$ cat config.mk
export PLATFORM = sky130hd
export DESIGN_NAME = unordered_handle_set_flat
export DESIGN_NICKNAME = d
export VERILOG_FILES = /design/src/hw/rtl/ush_pkg.sv /design/src/hw/rtl/ush_req_if.sv /design/src/hw/rtl/ush_res_if.sv /design/src/hw/rtl/unordered_handle_set.sv /design/src/flat_wrapper.sv
export SDC_FILE = /design/constraint.sdc
export NUM_CORES = 1
export LEC_CHECK = 0
export BUFFER_PORTS_ARGS = -buffer_cell sky130_fd_sc_hd__buf_2
export CAP_MARGIN = 5
export CORE_UTILIZATION = 38
export CTS_CLUSTER_DIAMETER = 100
export DETAILED_ROUTE_END_ITERATION = 6
export GPL_ROUTABILITY_DRIVEN = 1
export HOLD_SLACK_MARGIN = 0.02
export PLACE_DENSITY_LB_ADDON = 0.15
export SYNTH_ARGS = -nofsm -noshare
export SYNTH_HDL_FRONTEND = slang
export SYNTH_SLANG_ARGS = --single-unit
export TNS_END_PERCENT = 1
$ cat constraint.sdc
create_clock -name clk -period 4.36 [get_ports clk]
set_input_delay 0.218 -clock clk [delete_from_list [all_inputs] [get_ports clk]]
set_output_delay 0.218 -clock clk [all_outputs]
set_load 0.1 [all_outputs]
$ cat src/hw/rtl/ush_pkg.sv
// Package for the unordered handle set: sizes, request and event codes,
// and the sequencer state type. No dependencies.
package ush_pkg;

  localparam int CAPACITY  = 16;
  localparam int IDX_W     = $clog2(CAPACITY);
  localparam int CNT_W     = $clog2(CAPACITY + 1);
  localparam int MAX_RUN   = 16;
  localparam int RUN_W     = $clog2(MAX_RUN);
  localparam int HANDLE_W  = 32;
  localparam int REQ_W     = 3;
  localparam int EIDX_W    = 4;
  localparam int KIND_W    = 2;

  // Request codes
  localparam logic [REQ_W-1:0] REQ_APPEND   = 3'd0;
  localparam logic [REQ_W-1:0] REQ_DELETE   = 3'd1;
  localparam logic [REQ_W-1:0] REQ_REMOVE   = 3'd2;
  localparam logic [REQ_W-1:0] REQ_CONTAINS = 3'd3;
  localparam logic [REQ_W-1:0] REQ_TAKE     = 3'd4;
  localparam logic [REQ_W-1:0] REQ_CLEAR    = 3'd5;

  // Event codes
  localparam logic [KIND_W-1:0] EV_NONE   = 2'd0;
  localparam logic [KIND_W-1:0] EV_INSERT = 2'd1;
  localparam logic [KIND_W-1:0] EV_REMOVE = 2'd2;

  typedef enum logic [2:0] {
    ST_IDLE,
    ST_SCAN,
    ST_MOD,
    ST_RD_ITEM,
    ST_RD_LAST,
    ST_WRITE,
    ST_RESULT
  } seq_state_t;

endpackage

$ cat src/hw/rtl/ush_req_if.sv
// Request channel of the unordered handle set: valid/ready plus payload.
// Depends on ush_pkg for field widths.
interface ush_req_if;
  logic                          valid;
  logic                          ready;
  logic [ush_pkg::REQ_W-1:0]     req_type;
  logic [ush_pkg::HANDLE_W-1:0]  item_value;
  logic [ush_pkg::EIDX_W-1:0]    entry_index;

  modport source (output valid, req_type, item_value, entry_index, input ready);
  modport sink   (input valid, req_type, item_value, entry_index, output ready);
endinterface

$ cat src/hw/rtl/ush_res_if.sv
// Result channel of the unordered handle set: valid/ready plus payload.
// Depends on ush_pkg for field widths.
interface ush_res_if;
  logic                          valid;
  logic                          ready;
  logic                          status;
  logic                          found;
  logic [ush_pkg::HANDLE_W-1:0]  item_out;
  logic [ush_pkg::KIND_W-1:0]    event_kind;
  logic [ush_pkg::EIDX_W-1:0]    event_index;
  logic                          last_of_run;

  modport source (output valid, status, found, item_out, event_kind, event_index,
                  last_of_run, input ready);
  modport sink   (input valid, status, found, item_out, event_kind, event_index,
                  last_of_run, output ready);
endinterface

$ cat src/hw/rtl/unordered_handle_set.sv
// Top level of the unordered handle set: handle store, count, take cursor
// and the sequencer that drives one shared store port and compare unit.
// Depends on ush_pkg, ush_req_if and ush_res_if.
//
// Usage:
//   req (sink) takes one request beat at a time: append, delete at index,
//   remove by value, contains, take, clear. res (source) returns result
//   beats; last_of_run marks the final beat of a request. Only clear gives
//   more than one beat (one remove event per entry, up to 16).
// Steps:
//   append, failed requests, empty clear: straight to the result beat.
//   delete at index: read the victim, read the last entry, write it into
//   the hole. remove / contains: search first (one store read per cycle
//   through the single read port). take: reduce the cursor modulo the count
//   by repeated compare-subtract first. clear: the delete steps per entry.
// A new request is taken only when the sequencer is idle; the result
// register lets it take one while the previous result beat still waits.
// A stalled receiver holds the result beat and the sequencer waits on it.
// Reset empties the set and zeroes the cursor; the store itself is not
// cleared since no entry at or above the count is ever read.
module unordered_handle_set (
  input  logic      clk,
  input  logic      rst,
  ush_req_if.sink   req,
  ush_res_if.source res
);
  import ush_pkg::*;

  // Handle store
  logic [HANDLE_W-1:0] mem [CAPACITY];
  logic [HANDLE_W-1:0] rdata;
  logic [IDX_W-1:0]    ra;
  logic                we;
  logic [IDX_W-1:0]    wa;
  logic [HANDLE_W-1:0] wd;

  // Sequencer state
  seq_state_t          state, state_next;
  logic [REQ_W-1:0]    op, op_next;
  logic [HANDLE_W-1:0] val, val_next;
  logic [IDX_W-1:0]    pos, pos_next;
  logic [CNT_W-1:0]    cnt, cnt_next;
  logic [CNT_W-1:0]    cursor, cursor_next;
  logic [CNT_W-1:0]    scan, scan_next;
  logic                pend, pend_next;
  logic [IDX_W-1:0]    cmp_idx, cmp_idx_next;
  logic [RUN_W-1:0]    run, run_next;

  // Pending result fields
  logic                r_status, r_status_next;
  logic                r_found, r_found_next;
  logic [HANDLE_W-1:0] r_item, r_item_next;
  logic [KIND_W-1:0]   r_kind, r_kind_next;
  logic [EIDX_W-1:0]   r_idx, r_idx_next;
  logic                r_last, r_last_next;

  // Output register
  logic                o_valid, o_valid_next;
  logic                o_status, o_found, o_last;
  logic [HANDLE_W-1:0] o_item;
  logic [KIND_W-1:0]   o_kind;
  logic [EIDX_W-1:0]   o_idx;
  logic                o_load;
  logic                out_free;
  logic                accept;

  assign out_free  = !o_valid || res.ready;
  assign req.ready = (state == ST_IDLE);
  assign accept    = req.valid && req.ready;

  // Store: one write port, one registered read port
  always_ff @(posedge clk) begin
    if (we) begin
      mem[wa] <= wd;
    end
    rdata <= mem[ra];
  end

  // Next state, store control and result fields
  always_comb begin
    state_next    = state;
    op_next       = op;
    val_next      = val;
    pos_next      = pos;
    cnt_next      = cnt;
    cursor_next   = cursor;
    scan_next     = scan;
    pend_next     = pend;
    cmp_idx_next  = cmp_idx;
    run_next      = run;
    r_status_next = r_status;
    r_found_next  = r_found;
    r_item_next   = r_item;
    r_kind_next   = r_kind;
    r_idx_next    = r_idx;
    r_last_next   = r_last;
    ra            = pos;
    we            = 1'b0;
    wa            = cnt[IDX_W-1:0];
    wd            = req.item_value;
    o_load        = 1'b0;

    case (state)
      ST_IDLE: begin
        if (accept) begin
          op_next       = req.req_type;
          val_next      = req.item_value;
          // default to a failure result; the arms below override
          r_status_next = 1'b1;
          r_found_next  = 1'b0;
          r_item_next   = '0;
          r_kind_next   = EV_NONE;
          r_idx_next    = '0;
          r_last_next   = 1'b1;
          state_next    = ST_RESULT;
          case (req.req_type)
            REQ_APPEND: begin
              if (int'(cnt) < CAPACITY) begin
                we            = 1'b1;
                cnt_next      = cnt + 1'b1;
                r_status_next = 1'b0;
                r_item_next   = req.item_value;
                r_kind_next   = EV_INSERT;
                r_idx_next    = EIDX_W'(cnt);
              end
            end
            REQ_DELETE: begin
              if (int'(req.entry_index) < int'(cnt)) begin
                pos_next   = IDX_W'(req.entry_index);
                state_next = ST_RD_ITEM;
              end
            end
            REQ_REMOVE, REQ_CONTAINS: begin
              scan_next  = '0;
              pend_next  = 1'b0;
              state_next = ST_SCAN;
            end
            REQ_TAKE: begin
              if (cnt != '0) begin
                state_next = ST_MOD;
              end
            end
            REQ_CLEAR: begin
              cursor_next   = '0;
              run_next      = '0;
              pos_next      = '0;
              r_status_next = 1'b0;
              if (cnt != '0) begin
                state_next = ST_RD_ITEM;
              end
            end
            default: begin
            end
          endcase
        end
      end

      // Linear search: issue one read per cycle, compare the one before
      ST_SCAN: begin
        ra = scan[IDX_W-1:0];
        if (pend && rdata == val) begin
          pend_next = 1'b0;
          if (op == REQ_REMOVE) begin
            pos_next   = cmp_idx;
            state_next = ST_RD_ITEM;
          end else begin
            r_status_next = 1'b0;
            r_found_next  = 1'b1;
            state_next    = ST_RESULT;
          end
        end else if (scan < cnt) begin
          pend_next    = 1'b1;
          cmp_idx_next = scan[IDX_W-1:0];
          scan_next    = scan + 1'b1;
        end else begin
          pend_next     = 1'b0;
          r_status_next = (op == REQ_REMOVE);
          state_next    = ST_RESULT;
        end
      end

      // Reduce the cursor modulo the count by repeated subtraction
      ST_MOD: begin
        if (cursor >= cnt) begin
          cursor_next = cursor - cnt;
        end else begin
          pos_next   = cursor[IDX_W-1:0];
          state_next = ST_RD_ITEM;
        end
      end

      ST_RD_ITEM: begin
        ra         = pos;
        state_next = ST_RD_LAST;
      end

      // Capture the victim, read the last entry
      ST_RD_LAST: begin
        r_item_next = rdata;
        ra          = IDX_W'(cnt - 1'b1);
        state_next  = ST_WRITE;
      end

      // Move the last entry into the hole
      ST_WRITE: begin
        we            = 1'b1;
        wa            = pos;
        wd            = rdata;
        cnt_next      = cnt - 1'b1;
        r_status_next = 1'b0;
        r_kind_next   = EV_REMOVE;
        r_idx_next    = EIDX_W'(pos);
        r_last_next   = 1'b1;
        if (op == REQ_TAKE) begin
          cursor_next = CNT_W'(pos) + 1'b1;
        end
        if (op == REQ_CLEAR) begin
          r_last_next = (cnt == CNT_W'(1)) || (int'(run) == MAX_RUN - 1);
        end
        state_next = ST_RESULT;
      end

      // Hand the beat to the output register; loop for clear
      ST_RESULT: begin
        if (out_free) begin
          o_load = 1'b1;
          if (op == REQ_CLEAR && !r_last) begin
            run_next   = run + 1'b1;
            pos_next   = '0;
            state_next = ST_RD_ITEM;
          end else begin
            state_next = ST_IDLE;
          end
        end
      end

      default: begin
        state_next = ST_IDLE;
      end
    endcase
  end

  always_comb begin
    o_valid_next = o_valid;
    if (o_load) begin
      o_valid_next = 1'b1;
    end else if (res.ready) begin
      o_valid_next = 1'b0;
    end
  end

  // Control registers
  always_ff @(posedge clk) begin
    if (rst) begin
      state   <= ST_IDLE;
      cnt     <= '0;
      cursor  <= '0;
      pend    <= 1'b0;
      o_valid <= 1'b0;
    end else begin
      state   <= state_next;
      cnt     <= cnt_next;
      cursor  <= cursor_next;
      pend    <= pend_next;
      o_valid <= o_valid_next;
    end
  end

  // Payload registers
  always_ff @(posedge clk) begin
    op       <= op_next;
    val      <= val_next;
    pos      <= pos_next;
    scan     <= scan_next;
    cmp_idx  <= cmp_idx_next;
    run      <= run_next;
    r_status <= r_status_next;
    r_found  <= r_found_next;
    r_item   <= r_item_next;
    r_kind   <= r_kind_next;
    r_idx    <= r_idx_next;
    r_last   <= r_last_next;
    if (o_load) begin
      o_status <= r_status;
      o_found  <= r_found;
      o_item   <= r_item;
      o_kind   <= r_kind;
      o_idx    <= r_idx;
      o_last   <= r_last;
    end
  end

  assign res.valid       = o_valid;
  assign res.status      = o_status;
  assign res.found       = o_found;
  assign res.item_out    = o_item;
  assign res.event_kind  = o_kind;
  assign res.event_index = o_idx;
  assign res.last_of_run = o_last;

  // Checks
  a_cnt_bound: assert property (@(posedge clk) disable iff (rst)
    int'(cnt) <= CAPACITY)
    else $error("entry count above capacity");

  a_write_shrinks: assert property (@(posedge clk) disable iff (rst)
    state == ST_WRITE |=> cnt == $past(cnt) - 1'b1)
    else $error("swap-remove did not drop the count by one");

  a_scan_in_range: assert property (@(posedge clk) disable iff (rst)
    (state == ST_SCAN && pend) |-> int'(cmp_idx) < int'(cnt))
    else $error("search compared an entry beyond the count");

  a_append_grows: assert property (@(posedge clk) disable iff (rst)
    (accept && req.req_type == REQ_APPEND && int'(cnt) < CAPACITY)
      |=> cnt == $past(cnt) + 1'b1)
    else $error("append did not grow the count");

endmodule

$ cat src/flat_wrapper.sv
// flat-port wrapper written by rule: the top's interface ports become plain ports
module unordered_handle_set_flat import ush_pkg::*;
  (clk, rst, req_valid, req_req_type, req_item_value, req_entry_index, req_ready, res_valid, res_status, res_found, res_item_out, res_event_kind, res_event_index, res_last_of_run, res_ready);
  ush_req_if req_i ();
  ush_res_if res_i ();
  input  logic clk;
  input  logic rst;
  input wire logic [$bits(req_i.valid)-1:0] req_valid;
  input wire logic [$bits(req_i.req_type)-1:0] req_req_type;
  input wire logic [$bits(req_i.item_value)-1:0] req_item_value;
  input wire logic [$bits(req_i.entry_index)-1:0] req_entry_index;
  output wire logic [$bits(req_i.ready)-1:0] req_ready;
  output wire logic [$bits(res_i.valid)-1:0] res_valid;
  output wire logic [$bits(res_i.status)-1:0] res_status;
  output wire logic [$bits(res_i.found)-1:0] res_found;
  output wire logic [$bits(res_i.item_out)-1:0] res_item_out;
  output wire logic [$bits(res_i.event_kind)-1:0] res_event_kind;
  output wire logic [$bits(res_i.event_index)-1:0] res_event_index;
  output wire logic [$bits(res_i.last_of_run)-1:0] res_last_of_run;
  input wire logic [$bits(res_i.ready)-1:0] res_ready;
  assign req_i.valid = req_valid;
  assign req_i.req_type = req_req_type;
  assign req_i.item_value = req_item_value;
  assign req_i.entry_index = req_entry_index;
  assign req_ready = req_i.ready;
  assign res_valid = res_i.valid;
  assign res_status = res_i.status;
  assign res_found = res_i.found;
  assign res_item_out = res_i.item_out;
  assign res_event_kind = res_i.event_kind;
  assign res_event_index = res_i.event_index;
  assign res_last_of_run = res_i.last_of_run;
  assign res_i.ready = res_ready;
  unordered_handle_set u_core (.clk(clk), .rst(rst), .req(req_i), .res(res_i));
endmodule
==> metrics.csv, run 1 <==
stage,metric,value,unit
critical_path,path_delay_family,simple AND/OR/NAND/NOR gates,
pwr,seqPwrFrac,0.379,
sta,slew_headroom,0.2488,
yosys,ys_types,71,
pwr,ir_drop,0.3941,mV
die,die_y,272.0,microns
critical_path,cpPeakStageDelay,0.64,ns
pwr,intPower,14.68,mW
die,rows,98,
clocking,clock_latency,0.61,ns
grt,grt_pass1_wl,110200,microns
pwr,power.leakage,11.20,nW
critical_path,start_kind,flip-flop,
status,status,completed,
pwr,combPwrFrac,0.353,
critical_path,path_class,flip-flop to flip-flop,
yosys,avgSynthCellArea,15.72,sq um
die,ios,86,
grt,grt.overflow.total,0,
die,fp.dieArea,73970,sq um
detailed_routing,routedWlPerCell,25.75,microns
detailed_routing,dr_total_vias,16000,
pwr,pwr-share-clk,0.268,
sta,worst_pin_slew,1.124,ns
clocking,cts_buffer_depth,3,
yosys,synth_top_flop_cell,edfxtp_1,
critical_path,crit_path_max_fanout,38,
clocking,cts_sinks,693,
critical_path,required,4.82,ns
clocking,cts_setup_buffers,0,
yosys,synth.area.top_cells,"edfxtp_1, mux2i_1, dfxtp_1",
clocking,h-tree-depth,3,
critical_path,cp.buffers_inverters,2,
yosys,syn_nets,1825,
final_layout,nets,1990,
pwr,swShare,0.3613,
final_layout,final_layout_size_suffix_gt1_frac,0.1448,
detailed_routing,firstDrtPassIters,7,
sta,max_freq,277.3,MHz
yosys,yosysWarnings,0,
die,start_util,0.3855,
yosys,synth.cell_area,27700,sq um
die,coreArea,71850,sq um
yosys,synth_cells,1762,
sta,hold_violations,0,
place,gp_congestion,0.8571,
detailed_routing,dr.first_iter.drc_count,1497,
yosys,synth_top_area_frac,0.7004,
grt,grt_pass1_vias,15940,
critical_path,crit_path_end_kind,flip-flop,
critical_path,critPathSlowestCell,dfxtp_1,
clocking,cts_inserted_buffers,73,
yosys,asyncSetResetFlopFracSynth,0,
final_layout,syn2layout_area_growth,16.20,%
yosys,ys_ff_latch,693,
grt,grt_max_degree,58,
final_layout,postLayoutCellArea,32180,sq um
sta,final_max_slew_viol_count,0,
worst_hold_path,hold_class,primary input to flip-flop,
clocking,cts_tree,yes,
detailed_routing,ant_nets,0,
sta,post-route-period-util,0.8272,
place,port-buffer-count,85,
run,maxCapViolations,0,
grt,grt_use_total,0.2055,
pwr,power_density,714.1,nW/um^2
sta,tns,0,ns
sta,finClkSkew,0.01755,ns
detailed_routing,drc,0,
detailed_routing,vias_per_cell,5.457,
clocking,clk_pin_slew,0.06,ns
sta,rsz0062_at_grt,false,
place,dpl_cell_area,29420,sq um
yosys,ys_seq_area_frac,0.7344,
detailed_routing,wirelength,75510,microns
clocking,cts-root-buf,clkbuf_16,
die,die_x,272.0,microns
pwr,p_switching,8.303,mW
place,dp_hpwl,44270,microns
sta,setup_viol,0,
sta,finalCriticalPeriod,3.606,ns
critical_path,crit_chain,"inv_1, ha_1, and4bb_1, a31oi_1, nand2_2, buf_4, a21oi_1, a221oi_1, or4_1",
grt,antenna_found_initial,1,
yosys,synth-edff-count,646,
critical_path,cp_data_arrival_time,4.07,ns
yosys,yosys.area.top_type,edfxtp_1,
final_layout,diodes,0,
-- sequential cells by signal (all words and copies together), names as in the netlist, 3 cells and up --
signal / flops
u_core.cursor: 5
u_core.res.event_index: 4
u_core.state: 3
u_core.mem: 512
u_core.scan: 5
u_core.res.item_out: 32
u_core.op: 3
u_core.run: 4
u_core.rdata: 32
u_core.val: 32
u_core.r_item: 32
u_core.r_idx: 4
u_core.pos: 4
u_core.cmp_idx: 4
u_core.cnt: 5
-- layout by cell type, fill, tap and decap left out, types with 5 or more instances in the layout --
cell type	synthesis	layout
bufinv_16	0	7
and3_1	5	5
buf_2	15	85
nor2b_1	6	6
nand2_1	186	184
clkbuf_16	0	74
nor3_1	21	19
xnor2_1	12	12
xor2_1	36	36
edfxtp_1	646	646
a31oi_1	8	8
nand4_1	6	6
o21ai_0	19	19
clkinv_2	0	7
nand2b_1	6	6
ha_1	19	19
mux2i_1	192	192
inv_1	25	23
nor2_1	42	24
a22o_1	34	34
nor3b_1	6	6
or3_1	5	5
a211oi_1	12	12
nand3b_1	5	5
buf_12	2	18
clkbuf_8	8	5
nor2_4	0	18
dlygate4sd3_1	0	42
clkinv_1	1	11
buf_4	10	40
nand3_2	4	5
dfxtp_1	47	47
a21oi_1	84	84
a221oi_1	32	32
or4_1	32	32
nor4_1	16	16
o22ai_1	99	99
nand3_1	10	9
clkbuf_1	34	21
-- final timing paths --
path	from	endpoint	slack (ns)	depth (start not counted)
setup / recovery	u_core.cnt[0]$_SDFFE_PP0P_	u_core.rdata[19]$_DFF_P_	0.75	9
setup reg to reg	u_core.cnt[0]$_SDFFE_PP0P_	u_core.rdata[19]$_DFF_P_	0.75	9
hold reg to reg	u_core.r_item[5]$_DFFE_PP_	u_core.res.item_out[5]$_DFFE_PP_	0.42	0
hold / removal	req_valid	u_core.r_status$_DFFE_PP_	0.14	3
-- layout make-up --
| class | instances | area, sq um |
|---|---|---|
| Sequential cell | 693 | 20340 |
| Timing Repair Buffer | 185 | 1506 |
| Multi-Input combinational cell | 947 | 6708 |
| Clock buffer | 100 | 1999 |
| Clock inverter | 30 | 341.6 |
| Fill cell | 6408 | 39670 |
| Tap cell | 950 | 1189 |
| Inverter | 27 | 101.3 |
-- metrics by stage --
stage	power [mW]	cells	worst slack (ns)	hold WS [ns]	utilization
2_1_floorplan	14.54	1762	0.007307	0.3169	-
3_3_place_gp	16.90	2760	0.8159	0.4028	0.4095
3_5_place_dp	16.98	2760	0.7419	0.4045	0.4095
4_1_cts	23.18	2932	0.7080	0.1232	0.4479
5_1_grt	24.02	2932	0.5520	0.1397	0.4479
6_report	22.98	2932	0.7536	0.1448	0.4479
-- power by group through the flow --
stage          logic (mW)  registers [mW]  clock network (mW)
4_1_cts              8.20            8.70                6.28
3_5_place_dp         8.14            8.83                   0
5_1_grt              8.74            8.76                6.52
2_1_floorplan        5.75            8.79                   0
6_report             8.12            8.71                6.16
3_3_place_gp         8.07            8.83                   0
-- cells in the mapped netlist (4+ instances only) --
master and instances:
a211oi_1 12, a21oi_1 84, a221oi_1 32, a222oi_1 4
a22o_1 34, a31oi_1 8, and3_1 5, buf_2 15
buf_4 10, buf_6 16, buf_8 5, clkbuf_1 34
clkbuf_8 8, dfxtp_1 47, edfxtp_1 646, ha_1 19
inv_1 25, mux2i_1 192, nand2_1 186, nand2b_1 6
nand3_1 10, nand3_2 4, nand3b_1 5, nand4_1 6
nor2_1 42, nor2b_1 6, nor3_1 21, nor3b_1 6
nor4_1 16, o21a_1 4, o21ai_0 19, o22ai_1 99
o31ai_1 4, or3_1 5, or4_1 32, xnor2_1 12
xor2_1 36
-- repair_timing --
item	4_1_cts	5_1_grt
hold buffers	42	0
endpoints found under the hold margin	75	0
resized for setup	0	0
endpoints found under the setup margin	0	0
-- worst min-delay path, stage by stage --
cell and delay [ns]:
buf_2 0.15, a21oi_1 0.15, nor4_1 0.07
-- kinds of logic (layout without fill, tap and decap cells) --
kind of cell	count (synthesis)	after routing	share of synthesized area
AO/OA/AOI/OAI	321	321	0.07707
AND/OR/NAND/NOR	366	366	0.06528
flip-flops	693	693	0.7344
buffers and inverters	122	342	0.02941
XOR/XNOR	48	48	0.01518
multiplexers	192	192	0.06939
adder cells (fa/ha/maj)	20	20	0.009306
-- layer usage --
| layer | routed length [microns] | part of all wire | track usage | vias to the layer above |
|---|---|---|---|---|
| met5 | 17 | 0.00023 | 0 | - |
| met4 | 2219 | 0.029 | 0.06638 | 2 |
| met3 | 4340 | 0.057 | 0.03526 | 120 |
| met2 | 35070 | 0.46 | 0.3259 | 527 |
| met1 | 33860 | 0.45 | 0.2872 | 8134 |
| li1 | - | - | - | 7218 |
Note: power is estimated with default switching activity, not from simulation.
==> run 2: changes to the inputs <==
clock period = 3.5 ns   (was 4.36 ns; I/O delays follow)
==> metrics.csv, run 2 (synthesis gave the netlist of run 1 again) <==
stage,metric,value,unit
clocking,cts_sinks,693,
final_layout,nets,2030,
sta,worst_pin_slew,1.073,ns
detailed_routing,dr_total_vias,16200,
critical_path,start_kind,flip-flop,
critical_path,path_class,flip-flop to flip-flop,
final_layout,syn2layout_area_growth,17.19,%
detailed_routing,ant_nets,0,
die,fp.dieArea,73970,sq um
sta,rsz0062_at_grt,false,
sta,post-route-period-util,0.9378,
final_layout,postLayoutCellArea,32460,sq um
final_layout,final_common_cell,edfxtp_1,
final_layout,final_layout_size_suffix_gt1_frac,0.1642,
pwr,power_density,892.3,nW/um^2
grt,grt_use_total,0.2073,
sta,hold_violations,0,
sta,finalCriticalPeriod,3.282,ns
detailed_routing,drc,0,
sta,slew_headroom,0.2830,
clocking,clock_latency,0.61,ns
critical_path,rrSetupSlack,0.22,ns
pwr,seqPwrFrac,0.371,
status,status,completed,
place,dp_hpwl,46250,microns
detailed_routing,routedWlPerCell,25.69,microns
sta,finClkSkew,0.01654,ns
grt,grt_max_degree,65,
sta,setup_viol,0,
clocking,cts_buffer_depth,3,
sta,final_max_slew_viol_count,0,
worst_hold_path,hold_class,primary input to flip-flop,
sta,max_freq,304.7,MHz
critical_path,crit_path_end_kind,flip-flop,
sta,tns,0,ns
critical_path,r2r-start,u_core.cnt[1]$_SDFFE_PP0P_,
clocking,cts_inserted_buffers,76,
critical_path,cp_data_arrival_time,3.75,ns
worst_hold_path,worstHoldStart,req_valid,
grt,grt.overflow.total,0,
place,port-buffer-count,85,
place,place_ws,0.2640,ns
detailed_routing,firstDrtPassIters,5,
final_layout,final_cell_mix,"edfxtp_1, mux2i_1, nand2_1, o22ai_1, buf_2",
clocking,cts-root-buf,clkbuf_16,
pwr,swShare,0.3670,
critical_path,r2r-end,u_core.rdata[16]$_DFF_P_,
detailed_routing,dr.first_iter.drc_count,1364,
place,dpl_cell_area,29660,sq um
pwr,ir_drop,0.6192,mV
pwr,power.leakage,11.40,nW
clocking,h-tree-depth,3,
die,die_x,272.0,microns
detailed_routing,vias_per_cell,5.441,
grt,grt_pass1_wl,111600,microns
die,die_y,272.0,microns
place,gp_congestion,0.8244,
final_layout,top_register,u_core.mem,
die,start_util,0.3855,
grt,antenna_found_initial,1,
clocking,cts_resized,0,
critical_path,crit_path_max_fanout,26,
worst_hold_path,min_to,u_core.r_status$_DFFE_PP_,
grt,grt_pass1_vias,16340,
die,rows,98,
pwr,pwr-share-clk,0.263,
sta,fin_ws,0.2177,ns
die,coreArea,71850,sq um
critical_path,required,3.97,ns
critical_path,reg2reg_depth,10,
clocking,clk_pin_slew,0.06,ns
worst_hold_path,holdPathStages,3,
pwr,p_switching,10.63,mW
final_layout,largest_reg_flops,512,
final_layout,fillers,6387,
pwr,combPwrFrac,0.366,
final_layout,diodes,0,
run,maxCapViolations,0,
die,ios,86,
pwr,intPower,18.33,mW
clocking,cts_tree,yes,
detailed_routing,wirelength,76510,microns
run 2: final cells by class:
type,instances,area [sq um],share of cell area
Tap cell,950,1189,0.03662
Clock buffer,109,2170,0.06684
Sequential cell,693,20340,0.6267
Inverter,27,105.1,0.003238
Clock inverter,30,206.4,0.006361
Multi-Input combinational cell,947,6726,0.2072
Timing Repair Buffer,222,1722,0.05304
run 2: critical path, cell delays in order, from the launching register on:
cell	delay (ns)
dfxtp_1	0.45
inv_1	0.16
ha_1	0.33
and4bb_1	0.20
a31oi_1	0.22
and2_4	0.38
buf_12	0.23
buf_12	0.23
mux2i_1	0.28
o22ai_1	0.10
or4_1	0.52
run 2: stage by stage:
stage	cells	hold slack [ns]	total power, mW	utilization
2_1_floorplan	1762	0.2739	18.15	-
3_3_place_gp	2797	0.3848	21.41	0.4128
3_5_place_dp	2797	0.3857	21.49	0.4128
4_1_cts	2978	0.07982	29.19	0.4517
5_1_grt	2978	0.1043	30.20	0.4517
6_report	2978	0.1255	28.96	0.4517
run 2: worst max path at each step:
stage                                       startpoint                           end  cells after the start
after floorplan           u_core.state[0]$_SDFFE_PP0P_   u_core.mem[11][0]$_DFFE_PP_                      9
after global placement                 req_req_type[0]  u_core.mem[12][14]$_DFFE_PP_                      8
after detailed placement    u_core.cnt[1]$_SDFFE_PP0P_       u_core.rdata[6]$_DFF_P_                      9
after CTS                   u_core.cnt[1]$_SDFFE_PP0P_      u_core.rdata[16]$_DFF_P_                     10
after global routing        u_core.cnt[1]$_SDFFE_PP0P_      u_core.rdata[16]$_DFF_P_                     10
final                       u_core.cnt[1]$_SDFFE_PP0P_      u_core.rdata[16]$_DFF_P_                     10
run 2: power groups by stage:
| stage | clock network [mW] | registers (mW) | logic (mW) |
|---|---|---|---|
| 5_1_grt | 8.07 | 10.8 | 11.3 |
| 2_1_floorplan | 0 | 10.9 | 7.20 |
| 3_5_place_dp | 0 | 10.9 | 10.6 |
| 3_3_place_gp | 0 | 10.9 | 10.5 |
| 4_1_cts | 7.79 | 10.7 | 10.7 |
| 6_report | 7.62 | 10.7 | 10.6 |
run 2: routing by layer:
layer  track usage  vias to the layer above  share of wire
li1              -                     7313              -
met1        0.2830                     8241           0.44
met2        0.3398                      519           0.48
met3       0.03227                      128          0.051
met4       0.06520                        2          0.027
met5             0                        -        0.00018
run 2: repair_timing:
item	CTS	global route
hold endpoints to repair	82	0
hold buffers	42	0
buffers inserted	0	0
==> run 3: changes to the inputs <==
CORE_MARGIN = 2   (was default)
PLACE_DENSITY_LB_ADDON = default   (was 0.15)
RECOVER_POWER = 50   (was default)
==> metrics.csv, run 3 (synthesis gave the netlist of run 1 again) <==
stage,metric,value,unit
grt,antenna_found_initial,1,
critical_path,critPathSlowestCell,buf_2,
clocking,cts_buffer_depth,3,
critical_path,cpPeakStageDelay,0.55,ns
final_layout,final_layout_size_suffix_gt1_frac,0.1154,
final_layout,syn2layout_area_growth,16.64,%
pwr,power.leakage,11.14,nW
place,dp_cells,2785,
critical_path,crit_path_max_fanout,16,
run,maxCapViolations,0,
detailed_routing,vias_per_cell,5.504,
sta,hold_violations,0,
detailed_routing,ant_nets,0,
critical_path,path_delay_family,simple AND/OR/NAND/NOR gates,
final_layout,diodes,0,
pwr,swShare,0.3607,
grt,grt_max_degree,65,
place,place_ws,0.3374,ns
pwr,ir_drop,0.5604,mV
final_layout,final_common_cell,edfxtp_1,
critical_path,crit_chain,"clkbuf_1, nor3_4, nand2_1, clkinvlp_4, a32o_1, nand2b_1, nor2_4, buf_2",
detailed_routing,firstDrtPassIters,7,
die,rows,98,
clocking,cts_tree,yes,
pwr,p_switching,10.39,mW
grt,grt.overflow.total,0,
clocking,cts-root-buf,clkbuf_16,
sta,fin_ws,0.2548,ns
grt,grt_pass1_wl,106800,microns
final_layout,top_register,u_core.mem,
critical_path,start_kind,flip-flop,
place,dp_hpwl,44520,microns
sta,final_max_slew_viol_count,0,
sta,max_freq,308.2,MHz
sta,post-route-period-util,0.9272,
status,status,finished with violations,
die,coreArea,71850,sq um
detailed_routing,dr.first_iter.drc_count,1787,
final_layout,register_area,20340,sq um
clocking,cts_inserted_buffers,73,
detailed_routing,dr_total_vias,16290,
final_layout,multi_input_area,6683,sq um
detailed_routing,wirelength,73480,microns
pwr,pwr-share-clk,0.264,
final_layout,final_util,0.4496,
pwr,combPwrFrac,0.363,
place,port-buffer-count,85,
final_layout,instances_no_fill,2960,
grt,grt_pass1_vias,16010,
sta,finClkSkew,0.01476,ns
clocking,clk_pin_slew,0.06,ns
pwr,seqPwrFrac,0.373,
die,start_util,0.3855,
die,die_x,274.0,microns
final_layout,nets,2015,
sta,worst_pin_slew,1.243,ns
die,die_y,274.0,microns
die,fp.dieArea,75060,sq um
critical_path,cp.buffers_inverters,3,
die,ios,86,
sta,finalCriticalPeriod,3.245,ns
pwr,finalPower,28.80,mW
final_layout,final_cell_mix,"edfxtp_1, mux2i_1, nand2_1, clkbuf_1, o22ai_1",
worst_hold_path,hold_class,primary input to flip-flop,
sta,slew_headroom,0.1750,
critical_path,required,3.74,ns
pwr,intPower,18.41,mW
status,violations,design-rule violations,
detailed_routing,routedWlPerCell,24.82,microns
clocking,cts_setup_buffers,0,
critical_path,crit_path_end_kind,flip-flop,
critical_path,cp_data_arrival_time,3.48,ns
place,gp_congestion,0.8560,
clocking,cts_sinks,693,
pwr,power_density,891.6,nW/um^2
detailed_routing,drc,2,
sta,rsz0062_at_grt,false,
final_layout,fillers,6356,
grt,grt_use_total,0.1950,
sta,setup_viol,0,
final_layout,largest_reg_flops,512,
critical_path,path_class,flip-flop to flip-flop,
clocking,h-tree-depth,3,
clocking,clock_latency,0.61,ns
run 3: changes by cell type in the layout (fill, tap and decap cells not counted), sizes merged:
cell      before  now
clkinvlp       1    2
clkinv        25   21
inv           30   27
buf          180   76
bufinv         1    4
clkbuf       109  198
run 3: metal layers:
layer / track usage / routed length, microns / vias to the layer above
met2: 0.3119 / 34140 / 682
li1: - / - / 7274
met5: 0 / 0 / -
met1: 0.2701 / 31960 / 8217
met4: 0.06636 / 2112 / 0
met3: 0.03258 / 5257 / 119
run 3: cell type report:
class	count	area share
Clock buffer	106	0.06518
Clock inverter	27	0.007630
Inverter	27	0.003253
Multi-Input combinational cell	947	0.2069
Sequential cell	693	0.6296
Tap cell	950	0.03679
Timing Repair Buffer	210	0.05070
run 3: through the flow:
step                TNS, ns  cell area (sq um)  hold slack, ns
finish                    0              32310          0.1085
global route              0              32310          0.1254
CTS                       0              32540         0.06376
detailed placement        0              29770          0.3908
global placement          0              29770          0.3853
floorplan           -0.6002              27830          0.2739
run 3: worst paths after layout:
check                                    start                           endpoint  slack, ns  cells past startpoint
setup reg to reg  u_core.state[1]$_SDFFE_PP0P_        u_core.mem[1][21]$_DFFE_PP_       0.25                      8
setup / recovery  u_core.state[1]$_SDFFE_PP0P_        u_core.mem[1][21]$_DFFE_PP_       0.25                      8
hold reg to reg    u_core.r_item[24]$_DFFE_PP_  u_core.res.item_out[24]$_DFFE_PP_       0.42                      0
hold / removal                       req_valid          u_core.r_status$_DFFE_PP_       0.11                      3
run 3: worst register-to-register path, stage by stage (launching register included):
cell and delay, ns:
dfxtp_1 0.45, clkbuf_1 0.37, nor3_4 0.42, nand2_1 0.26, clkinvlp_4 0.14, a32o_1 0.22, nand2b_1 0.27, nor2_4 0.17
buf_2 0.55
run 3: timing repair:
action,CTS,global route
hold endpoints to repair,83,0
resized for setup,0,0
hold buffers,42,0
run 3: power groups by stage:
stage / logic (mW) / clock network, mW / registers, mW
CTS: 10.5 / 7.75 / 10.7
detailed placement: 10.4 / 0 / 10.9
global route: 11.1 / 8.07 / 10.8
global placement: 10.3 / 0 / 10.9
floorplan: 7.20 / 0 / 10.9
finish: 10.5 / 7.60 / 10.7
